[config.mk]
export PLATFORM = sky130hd
export DESIGN_NAME = wfg_ctrl
export DESIGN_NICKNAME = d
export VERILOG_FILES = /design/src/hw/rtl/wfg_pkg.sv /design/src/hw/rtl/wfg_ctrl.sv
export SDC_FILE = /design/constraint.sdc
export NUM_CORES = 1
export LEC_CHECK = 0
export BUFFER_PORTS_ARGS = -buffer_cell sky130_fd_sc_hd__clkbuf_2
export CAP_MARGIN = 40
export CORE_AREA = 10 10 48 50
export DETAILED_ROUTE_END_ITERATION = 8
export DIE_AREA = 0 0 58 60
export PLACE_DENSITY = 0.75
export SYNTH_ARGS = -nofsm -noshare
export SYNTH_HDL_FRONTEND = slang
export SYNTH_SLANG_ARGS = --single-unit
[constraint.sdc]
create_clock -name clk -period 1.9 [get_ports clk]
set_input_delay 0.38 -clock clk [delete_from_list [all_inputs] [get_ports clk]]
set_output_delay 0.38 -clock clk [all_outputs]
set_load 0.03 [all_outputs]
[src/hw/rtl/wfg_pkg.sv]
// Shared types, codes and constants of the waveform generator.
// No dependencies; every other RTL file imports this package.
`default_nettype none
package wfg_pkg;

  localparam int DUTY_MAX     = 1000;
  localparam int PHASE_MAX    = 3600;
  localparam int MAX_RESULTS  = 40;
  localparam int GROUP_STRIDE = 16;
  localparam logic [3:0] BIT_MASK = 4'hF;
  localparam int DIVW = 32;

  // phase*period/3600 = ((x >> 4) * PRESET_RECIP) >> 32, exact for x below 2^28
  localparam logic [24:0] PRESET_RECIP = 25'd19088744;

  // request codes
  localparam logic [1:0] REQ_REG  = 2'd0;
  localparam logic [1:0] REQ_CHG  = 2'd1;
  localparam logic [1:0] REQ_TICK = 2'd2;

  // wave kinds
  localparam logic [2:0] KIND_SINE  = 3'd0;
  localparam logic [2:0] KIND_PULSE = 3'd1;
  localparam logic [2:0] KIND_UP    = 3'd2;
  localparam logic [2:0] KIND_DOWN  = 3'd3;
  localparam logic [2:0] KIND_TRI   = 3'd4;

  // acknowledgment status codes
  localparam logic [2:0] ST_OK        = 3'd0;
  localparam logic [2:0] ST_FULL      = 3'd1;
  localparam logic [2:0] ST_DUTY_BAD  = 3'd2;
  localparam logic [2:0] ST_PHASE_BAD = 3'd3;
  localparam logic [2:0] ST_BOTH_BAD  = 3'd4;
  localparam logic [2:0] ST_RANGE     = 3'd5;
  localparam logic [2:0] ST_UNUSED    = 3'd6;

  typedef enum logic [1:0] {WR_REG, WR_CHG, WR_TICK} wr_sel_t;
  typedef enum logic [1:0] {DIV_DUE, DIV_SAMPLE} div_op_t;

  typedef struct packed {
    logic [15:0] amp;
    logic [15:0] step;
    logic [15:0] period;
    logic [9:0]  duty;
    logic [7:0]  sig;
    logic [15:0] cnt;
  } slot_word_t;

  // controller to datapath
  typedef struct packed {
    logic    load;
    logic    ack;
    logic    set_used;
    logic    mem_rd;
    logic    rd_tick;
    logic    mem_wr;
    wr_sel_t wr_sel;
    logic    div_start;
    div_op_t div_op;
    logic    tick_init;
    logic    cnt_ld;
    logic    mul;
    logic    rom_rd;
    logic    smul;
    logic    push;
    logic    flush;
    logic    advance;
  } cmd_t;

  // datapath to controller
  typedef struct packed {
    logic [1:0] req;
    logic       reg_ok;
    logic       chg_ok;
    logic       used_cur;
    logic       step_zero;
    logic       cnt_zero;
    logic       zero_period;
    logic       div_done;
    logic       rem_zero;
    logic       cap;
    logic       sine;
    logic       last_slot;
  } sts_t;

  function automatic logic signed [15:0] sat16(input logic signed [33:0] v);
    if (v > 34'sd32767) return 16'sh7FFF;
    if (v < -34'sd32768) return 16'sh8000;
    return v[15:0];
  endfunction

endpackage
`default_nettype wire

[src/hw/rtl/wfg_ctrl.sv]
// Sequencer for register, change and tick requests.
// Depends on wfg_pkg; issues cmd_t to wfg_datapath and reads sts_t.
`default_nettype none
module wfg_ctrl import wfg_pkg::*; (
  input  wire logic clk,
  input  wire logic rst,
  input  wire logic start,
  input  wire sts_t sts,
  output logic      busy,
  output cmd_t      cmd
);

  typedef enum logic [3:0] {
    S_IDLE, S_DECODE, S_CHG_SCALE, S_CHG_WR, S_TK_CHECK, S_TK_UPD, S_TK_DUE,
    S_TK_DWAIT, S_TK_MUL, S_TK_DIVS, S_TK_SWAIT, S_TK_ROM, S_TK_SMUL, S_TK_FIN,
    S_TK_NEXT, S_TK_FLUSH
  } state_t;

  state_t state, state_next;

  assign busy = state != S_IDLE;

  always_comb begin
    cmd        = '0;
    cmd.wr_sel = WR_TICK;
    cmd.div_op = DIV_SAMPLE;
    state_next = state;
    unique case (state)
      S_IDLE: begin
        if (start) begin
          cmd.load   = 1'b1;
          state_next = S_DECODE;
        end
      end
      S_DECODE: begin
        priority if (sts.req == REQ_REG) begin
          cmd.ack = 1'b1;
          if (sts.reg_ok) begin
            cmd.mem_wr   = 1'b1;
            cmd.wr_sel   = WR_REG;
            cmd.set_used = 1'b1;
          end
          state_next = S_IDLE;
        end else if (sts.req == REQ_CHG) begin
          if (sts.chg_ok) begin
            cmd.mem_rd = 1'b1;
            state_next = S_CHG_SCALE;
          end else begin
            cmd.ack    = 1'b1;
            state_next = S_IDLE;
          end
        end else if (sts.req == REQ_TICK) begin
          cmd.tick_init = 1'b1;
          state_next    = S_TK_CHECK;
        end else begin
          state_next = S_IDLE;
        end
      end
      S_CHG_SCALE: begin
        state_next = S_CHG_WR;
      end
      S_CHG_WR: begin
        cmd.mem_wr = 1'b1;
        cmd.wr_sel = WR_CHG;
        cmd.ack    = 1'b1;
        state_next = S_IDLE;
      end
      S_TK_CHECK: begin
        if (sts.used_cur) begin
          cmd.mem_rd  = 1'b1;
          cmd.rd_tick = 1'b1;
          state_next  = S_TK_UPD;
        end else begin
          state_next = S_TK_NEXT;
        end
      end
      S_TK_UPD: begin
        cmd.mem_wr = 1'b1;
        cmd.cnt_ld = 1'b1;
        state_next = S_TK_DUE;
      end
      S_TK_DUE: begin
        if (sts.step_zero || sts.cnt_zero) begin
          state_next = sts.cap ? S_TK_NEXT : S_TK_MUL;
        end else begin
          cmd.div_start = 1'b1;
          cmd.div_op    = DIV_DUE;
          state_next    = S_TK_DWAIT;
        end
      end
      S_TK_DWAIT: begin
        if (sts.div_done) begin
          state_next = (sts.rem_zero && !sts.cap) ? S_TK_MUL : S_TK_NEXT;
        end
      end
      S_TK_MUL: begin
        cmd.mul    = 1'b1;
        state_next = sts.zero_period ? S_TK_FIN : S_TK_DIVS;
      end
      S_TK_DIVS: begin
        cmd.div_start = 1'b1;
        state_next    = S_TK_SWAIT;
      end
      S_TK_SWAIT: begin
        if (sts.div_done) state_next = sts.sine ? S_TK_ROM : S_TK_FIN;
      end
      S_TK_ROM: begin
        cmd.rom_rd = 1'b1;
        state_next = S_TK_SMUL;
      end
      S_TK_SMUL: begin
        cmd.smul   = 1'b1;
        state_next = S_TK_FIN;
      end
      S_TK_FIN: begin
        cmd.push   = 1'b1;
        state_next = S_TK_NEXT;
      end
      S_TK_NEXT: begin
        if (sts.last_slot) begin
          state_next = S_TK_FLUSH;
        end else begin
          cmd.advance = 1'b1;
          state_next  = S_TK_CHECK;
        end
      end
      S_TK_FLUSH: begin
        cmd.flush  = 1'b1;
        state_next = S_IDLE;
      end
      default: state_next = S_IDLE;
    endcase
  end

  always_ff @(posedge clk) begin
    if (rst) state <= S_IDLE;
    else     state <= state_next;
  end

endmodule
`default_nettype wire

==> flow_summary_export.csv, run 1 <==
group,metric,value,unit
placement,dpl_cell_area,775.7,um^2
layout,max_flop_register,"state",
floorplan,dieHeight,60,um
worst_setup_path,worstSetupStartpointType,"flip-flop",
worst_setup_path,crit_family,"simple AND/OR/NAND/NOR gates",
synthesis,post_synth_main_area_contributors,"sky130_fd_sc_hd__dfxtp_1, sky130_fd_sc_hd__nor2_1, sky130_fd_sc_hd__nand2_1",
drt,postRouteAntennaNets,0,
worst_setup_path,criticalPathCategory,"reg -> out",
worst_hold_path,hold_path_class,"in -> reg",
placement,place_ws,-0.06179,ns
layout,layout_fillers,139,
global_routing,grt_first_pass_wirelength,3360,um
layout,number_of_flip_flops_in_the_largest_register,4,
synthesis,post_synth_instance_area,545.5,um^2
worst_setup_path,crit_path_max_fanout,3,
synthesis,synth_cells,89,
power_and_ir_drop,power.density_cell_area,394.3,nW/um^2
layout,finalNetCount,146,
cts,number_of_buffers_added_by_the_clock_tree_synthesis_step,3,
synthesis,most_numerous_cell_in_the_yosys_netlist,"sky130_fd_sc_hd__nor2_1",
global_routing,grt_pass1_vias,753,
cts,clk_latency,0.24,ns
sta,setup_viol,5,
synthesis,ys_types,34,
layout,finalNonFillerCells,144,
synthesis,yosysTopAreaCellShare,0.1468,
worst_setup_path,cp_data_required_time,1.52,ns
cts,cts_num_sinks,4,
drt,detail_route.wl_per_cell,14.51,um
drt,drt_wl_total,2090,um
power_and_ir_drop,vdd_drop_max,0.2968,mV
placement,place.detailed.hpwl,1631,um
layout,biggestRegsByFlops,"state x4",
worst_setup_path,timing.critical_path.cells,"nand2b_4 -> or4_4 -> nor3b_4 -> nor2_4 -> o21ai_4 -> buf_8",
floorplan,fp.coreArea,1436,um^2
synthesis,synthesis.yosys.warnings,0,
sta,finalMaxSlewViolations,0,
placement,routability_cong,0.8478,
status,violations,"negative setup slack",
sta,grt_setup_unrepaired,"true",
cts,clockBufferDepth,2,
synthesis,yosys_register_bits,4,
placement,placedCellCount,140,
placement,buffer_ports.inserted,34,
floorplan,die_area,3480,um^2
global_routing,grt_antenna_before_repair,0,
worst_setup_path,cp_num_buf_inv,1,
power_and_ir_drop,total_power,0.0003330,W
synthesis,synth_top_cells_by_count,"sky130_fd_sc_hd__nor2_1, sky130_fd_sc_hd__nand2_1, sky130_fd_sc_hd__a21oi_1, sky130_fd_sc_hd__o21ai_0, sky130_fd_sc_hd__nor3_1",
layout,layout-drive-gt1-share,0.4219,
cts,clock_slew_seen_by_the_registers_of_the_worst_setup_and_hold_paths,0.04,ns
global_routing,grt_util_all_layers,0.1172,
layout,insertedDiodeCount,0,
cts,cts.hold.buffers_added,0,
layout,area.growth.synth_to_final,54.82,%
synthesis,synth_enable_flop_cells,0,
global_routing,largest_net_degree_at_the_start_of_global_routing,18,
synthesis,async_reset_ff_frac,0,
layout,layout.cell_area.non_filler,844.6,um^2
drt,detailedRoute.firstPassIterationCount,4,
drt,mean_number_of_vias_per_cell,5.556,
synthesis,synth_area_leader_cell,"sky130_fd_sc_hd__dfxtp_1",
power_and_ir_drop,power.static_leakage,0.4129,nW
global_routing,gr-total-overflow,0,
cts,clock_tree_from_tritoncts,"built",
floorplan,row_count,14,
sta,timing.final.ws_setup,-0.1327,ns
synthesis,synth_sequential_area_ratio,0.1468,
drt,routed-via-count,800,
cts,clock_tree.root_cell,"sky130_fd_sc_hd__clkbuf_4",
cts,cts-htree-levels,1,
worst_setup_path,peak_per_stage_delay_on_the_critical_path,0.44,ns
synthesis,syn_avg_cell_area,6.129,um^2
flow_run,timing.max_cap.violations,0,
sta,fin_crit_sh,1.070,
drt,post-route-drc-count,0,
sta,finalHoldViolCount,0,
floorplan,initial_util,0.3798,
synthesis,postSynth.topFlopCell,"sky130_fd_sc_hd__dfxtp_1",
sta,whs,0.3584,ns
drt,drt_first_iter_violations,18,
sta,finClkSkew,0.008070,ns
floorplan,io_pins,36,
worst_setup_path,crit_slowest_cell,"sky130_fd_sc_hd__or4_4",
status,outcome,"finished, violations left",
floorplan,floorplan.die.width,58,um
worst_setup_path,crit_path_end_kind,"output pin",
synthesis,syn_nets,105,
sta,fmax,0.4920,GHz
worst_setup_path,worst-endpoint-arrival,1.65,ns
sta,fin_crit,2.033,ns
==> metal layers <==
layer / wire (um) / GRT usage / vias to the layer above
met1: 788 / 0.1148 / 358
li1: - / - / 394
met3: 215 / 0.04873 / 5
met5: 0 / 0 / -
met4: 29 / 0.04027 / 0
met2: 1057 / 0.2163 / 43
==> per-stage QoR <==
stage,util,TNS [ns]
after CTS,0.5775,-0.5122
after floorplan,-,-0.2601
final,0.5880,-0.4599
after global placement,0.5401,-0.02039
after global routing,0.5880,-0.8053
after detailed placement,0.5401,-0.06716
==> cell families (layout without fill, tap and decap cells) <==
family,Yosys count,after routing,synth area share
AO/OA/AOI/OAI,25,25,0.2822
other,1,1,0.006874
buffers and inverters,10,49,0.09404
AND/OR/NAND/NOR,49,49,0.4702
flip-flops,4,4,0.1468
==> what timing repair did <==
action                                  in CTS  in global routing
buffers inserted                             0                  1
pin swaps                                    1                  2
hold endpoints to repair                     0                  0
endpoints found under the setup margin       5                  8
gates resized for setup                      8                  7
==> worst paths after layout <==
check	startpoint	endpoint	slack, ns	cells past startpoint
max reg2reg	state[1]$_SDFFE_PP0P_	state[3]$_SDFFE_PP0P_	0.38	5
min reg2reg	state[2]$_SDFFE_PP0P_	state[1]$_SDFFE_PP0P_	0.71	3
max	state[3]$_SDFFE_PP0P_	cmd[13]	-0.13	6
min	rst	state[2]$_SDFFE_PP0P_	0.36	2
==> power breakdown <==
group	leakage [nW]	switching, W	internal (W)
combinational	0.366	0.0000788	0.0000552
sequential	0.0330	0.00000269	0.0000876
clock	0.0138	0.0000379	0.0000708
total	0.413	0.000119	0.000214
==> worst reg2reg max path, stage by stage (launching register included) <==
cell,delay [ns]
sky130_fd_sc_hd__dfxtp_1,0.33
sky130_fd_sc_hd__buf_4,0.21
sky130_fd_sc_hd__nand2_1,0.19
sky130_fd_sc_hd__or3_1,0.44
sky130_fd_sc_hd__a31oi_1,0.18
sky130_fd_sc_hd__nor2_1,0.05
==> cell type report <==
type / instances / area (um^2) / area share
inverter: 4 / 15.01 / 0.01778
sequential: 4 / 81.33 / 0.09630
clock buffer: 3 / 22.52 / 0.02667
multi-input combinational: 75 / 440.4 / 0.5215
tap: 16 / 20.02 / 0.02370
timing repair buffer: 42 / 265.3 / 0.3141
==> placed cells by master, fill, tap and decap left out, types with 3 or more instances in the layout <==
cell                        n
sky130_fd_sc_hd__clkbuf_2  26
sky130_fd_sc_hd__nor2_1    13
sky130_fd_sc_hd__nand2_1   12
sky130_fd_sc_hd__a21oi_1    8
sky130_fd_sc_hd__o21ai_0    8
sky130_fd_sc_hd__buf_4      8
sky130_fd_sc_hd__clkbuf_4   6
sky130_fd_sc_hd__nor3_1     5
sky130_fd_sc_hd__inv_1      4
sky130_fd_sc_hd__and3_1     3
sky130_fd_sc_hd__dfxtp_1    3
No activity file was read; power rests on OpenSTA's default activity.
==> inputs of run 2 (changes only) <==
Settings changed: REMOVE_ABC_BUFFERS set to 1.
==> flow_summary_export.csv, run 2 (synthesized netlist as in run 1, its figures left out) <==
group,metric,value,unit
layout,insertedDiodeCount,0,
worst_setup_path,criticalPathCategory,"reg -> out",
worst_setup_path,ff2ff_setup_slack,0.25,ns
sta,timing.final.ws_setup,-0.1282,ns
sta,fin_crit,2.028,ns
floorplan,die_area,3480,um^2
cts,cts_num_sinks,4,
layout,biggestRegsByFlops,"state x4",
sta,finClkSkew,0.007206,ns
layout,seqCellArea,81.33,um^2
cts,clock_tree.root_cell,"sky130_fd_sc_hd__clkbuf_4",
placement,placedCellCount,139,
power_and_ir_drop,power.static_leakage,0.4120,nW
layout,layout_fillers,148,
layout,layout_common_cells,"sky130_fd_sc_hd__clkbuf_2, sky130_fd_sc_hd__nor2_1, sky130_fd_sc_hd__nand2_1, sky130_fd_sc_hd__buf_4",
layout,finalNetCount,147,
cts,clockBufferDepth,2,
floorplan,initial_util,0.3798,
global_routing,gr-total-overflow,0,
sta,fin_crit_sh,1.067,
drt,drt_wl_total,2139,um
floorplan,io_pins,36,
drt,routed-via-count,796,
sta,totalNegativeSetupSlack,-0.3968,ns
power_and_ir_drop,power.density_cell_area,388.5,nW/um^2
placement,routability_cong,0.9024,
global_routing,grt_util_all_layers,0.1171,
cts,number_of_buffers_added_by_the_clock_tree_synthesis_step,3,
layout,layout.cells.most_common,"sky130_fd_sc_hd__clkbuf_2",
status,violations,"negative setup slack",
flow_run,timing.max_cap.violations,0,
worst_setup_path,worst-endpoint-arrival,1.65,ns
layout,layout-drive-gt1-share,0.4341,
sta,setup_viol,5,
status,outcome,"finished, violations left",
sta,grt_setup_unrepaired,"true",
cts,cts.hold.buffers_added,0,
global_routing,largest_net_degree_at_the_start_of_global_routing,18,
cts,clk_latency,0.24,ns
layout,area.growth.synth_to_final,55.50,%
worst_setup_path,crit_slowest_cell,"sky130_fd_sc_hd__or4_4",
worst_setup_path,worstSetupStartpointType,"flip-flop",
worst_setup_path,timing.critical_path.cells,"nand2b_4 -> or4_4 -> nor3b_4 -> nor2_2 -> o21ai_2 -> clkbuf_8",
cts,clock_slew_seen_by_the_registers_of_the_worst_setup_and_hold_paths,0.04,ns
drt,postRouteAntennaNets,0,
global_routing,grt_antenna_before_repair,0,
worst_setup_path,crit_path_max_fanout,3,
drt,drt_first_iter_violations,31,
placement,place.detailed.hpwl,1637,um
placement,place_ws,-0.03430,ns
layout,finalCoreUtilization,0.5906,
cts,clock_tree_from_tritoncts,"built",
power_and_ir_drop,vdd_drop_max,0.1931,mV
cts,cts-htree-levels,1,
layout,multi_input_gate_area,432.9,um^2
worst_setup_path,crit_path_end_kind,"output pin",
floorplan,floorplan.die.width,58,um
sta,finalHoldViolCount,0,
worst_hold_path,hold_path_class,"in -> reg",
layout,finalNonFillerCells,145,
drt,detail_route.wl_per_cell,14.75,um
floorplan,fp.coreArea,1436,um^2
worst_setup_path,peak_per_stage_delay_on_the_critical_path,0.45,ns
drt,post-route-drc-count,0,
global_routing,grt_pass1_vias,761,
global_routing,grt_first_pass_wirelength,3332,um
layout,number_of_flip_flops_in_the_largest_register,4,
sta,fmax,0.4931,GHz
sta,finalMaxSlewViolations,0,
layout,max_flop_register,"state",
floorplan,dieHeight,60,um
worst_setup_path,cp_data_required_time,1.52,ns
floorplan,row_count,14,
drt,detailedRoute.firstPassIterationCount,4,
placement,buffer_ports.inserted,34,
drt,mean_number_of_vias_per_cell,5.490,
-- run 2: metrics by stage --
stage | area [um^2] | power (W) | hold WS (ns)
after floorplan | 509.2 | 0.0001616 | 0.4491
after detailed placement | 744.5 | 0.0002117 | 0.6006
final | 848.3 | 0.0003296 | 0.3680
after global placement | 744.5 | 0.0002092 | 0.6026
after CTS | 827.0 | 0.0003307 | 0.3530
after global routing | 848.3 | 0.0003527 | 0.3499
-- run 2: layout make-up --
cell class,count,share of cell area
clock buffer,3,0.02655
inverter,4,0.01770
multi-input combinational,75,0.5103
sequential,4,0.09587
tap,16,0.02360
timing repair buffer,43,0.3260
-- run 2: per-layer routing --
metal  vias up  wire length [um]  GRT usage
li1        399                 -          -
met1       351               821     0.1181
met2        42              1091     0.2071
met3         4               180    0.04237
met4         0                45    0.06040
met5         -                 0          0
-- run 2: critical path: cells and delay by family (launching register included) --
family,cells,cell delay (ns)
AND/OR/NAND/NOR,4,0.86
flip-flops,1,0.31
AO/OA/AOI/OAI,1,0.07
buffers and inverters,1,0.17
-- run 2: report_power, final --
group / internal [W] / switching (W)
combinational: 0.0000546 / 0.0000775
sequential: 0.0000881 / 0.00000305
clock: 0.0000707 / 0.0000355
total: 0.000213 / 0.000116
-- run 2: what timing repair did --
action / CTS / global route
hold endpoints to repair: 0 / 0
gates resized for setup: 10 / 8
setup buffers: 2 / 1
pin swaps: 3 / 2
endpoints found under the setup margin: 6 / 7
-- run 2: path summary, 6_finish.rpt --
path                               from                    end  depth (start not counted)
hold reg to reg   state[0]$_SDFFE_PP0P_  state[0]$_SDFFE_PP0P_                          4
hold / removal                      rst  state[3]$_SDFFE_PP0P_                          2
setup reg to reg  state[1]$_SDFFE_PP0P_  state[2]$_SDFFE_PP0P_                          5
setup / recovery  state[3]$_SDFFE_PP0P_                cmd[13]                          6
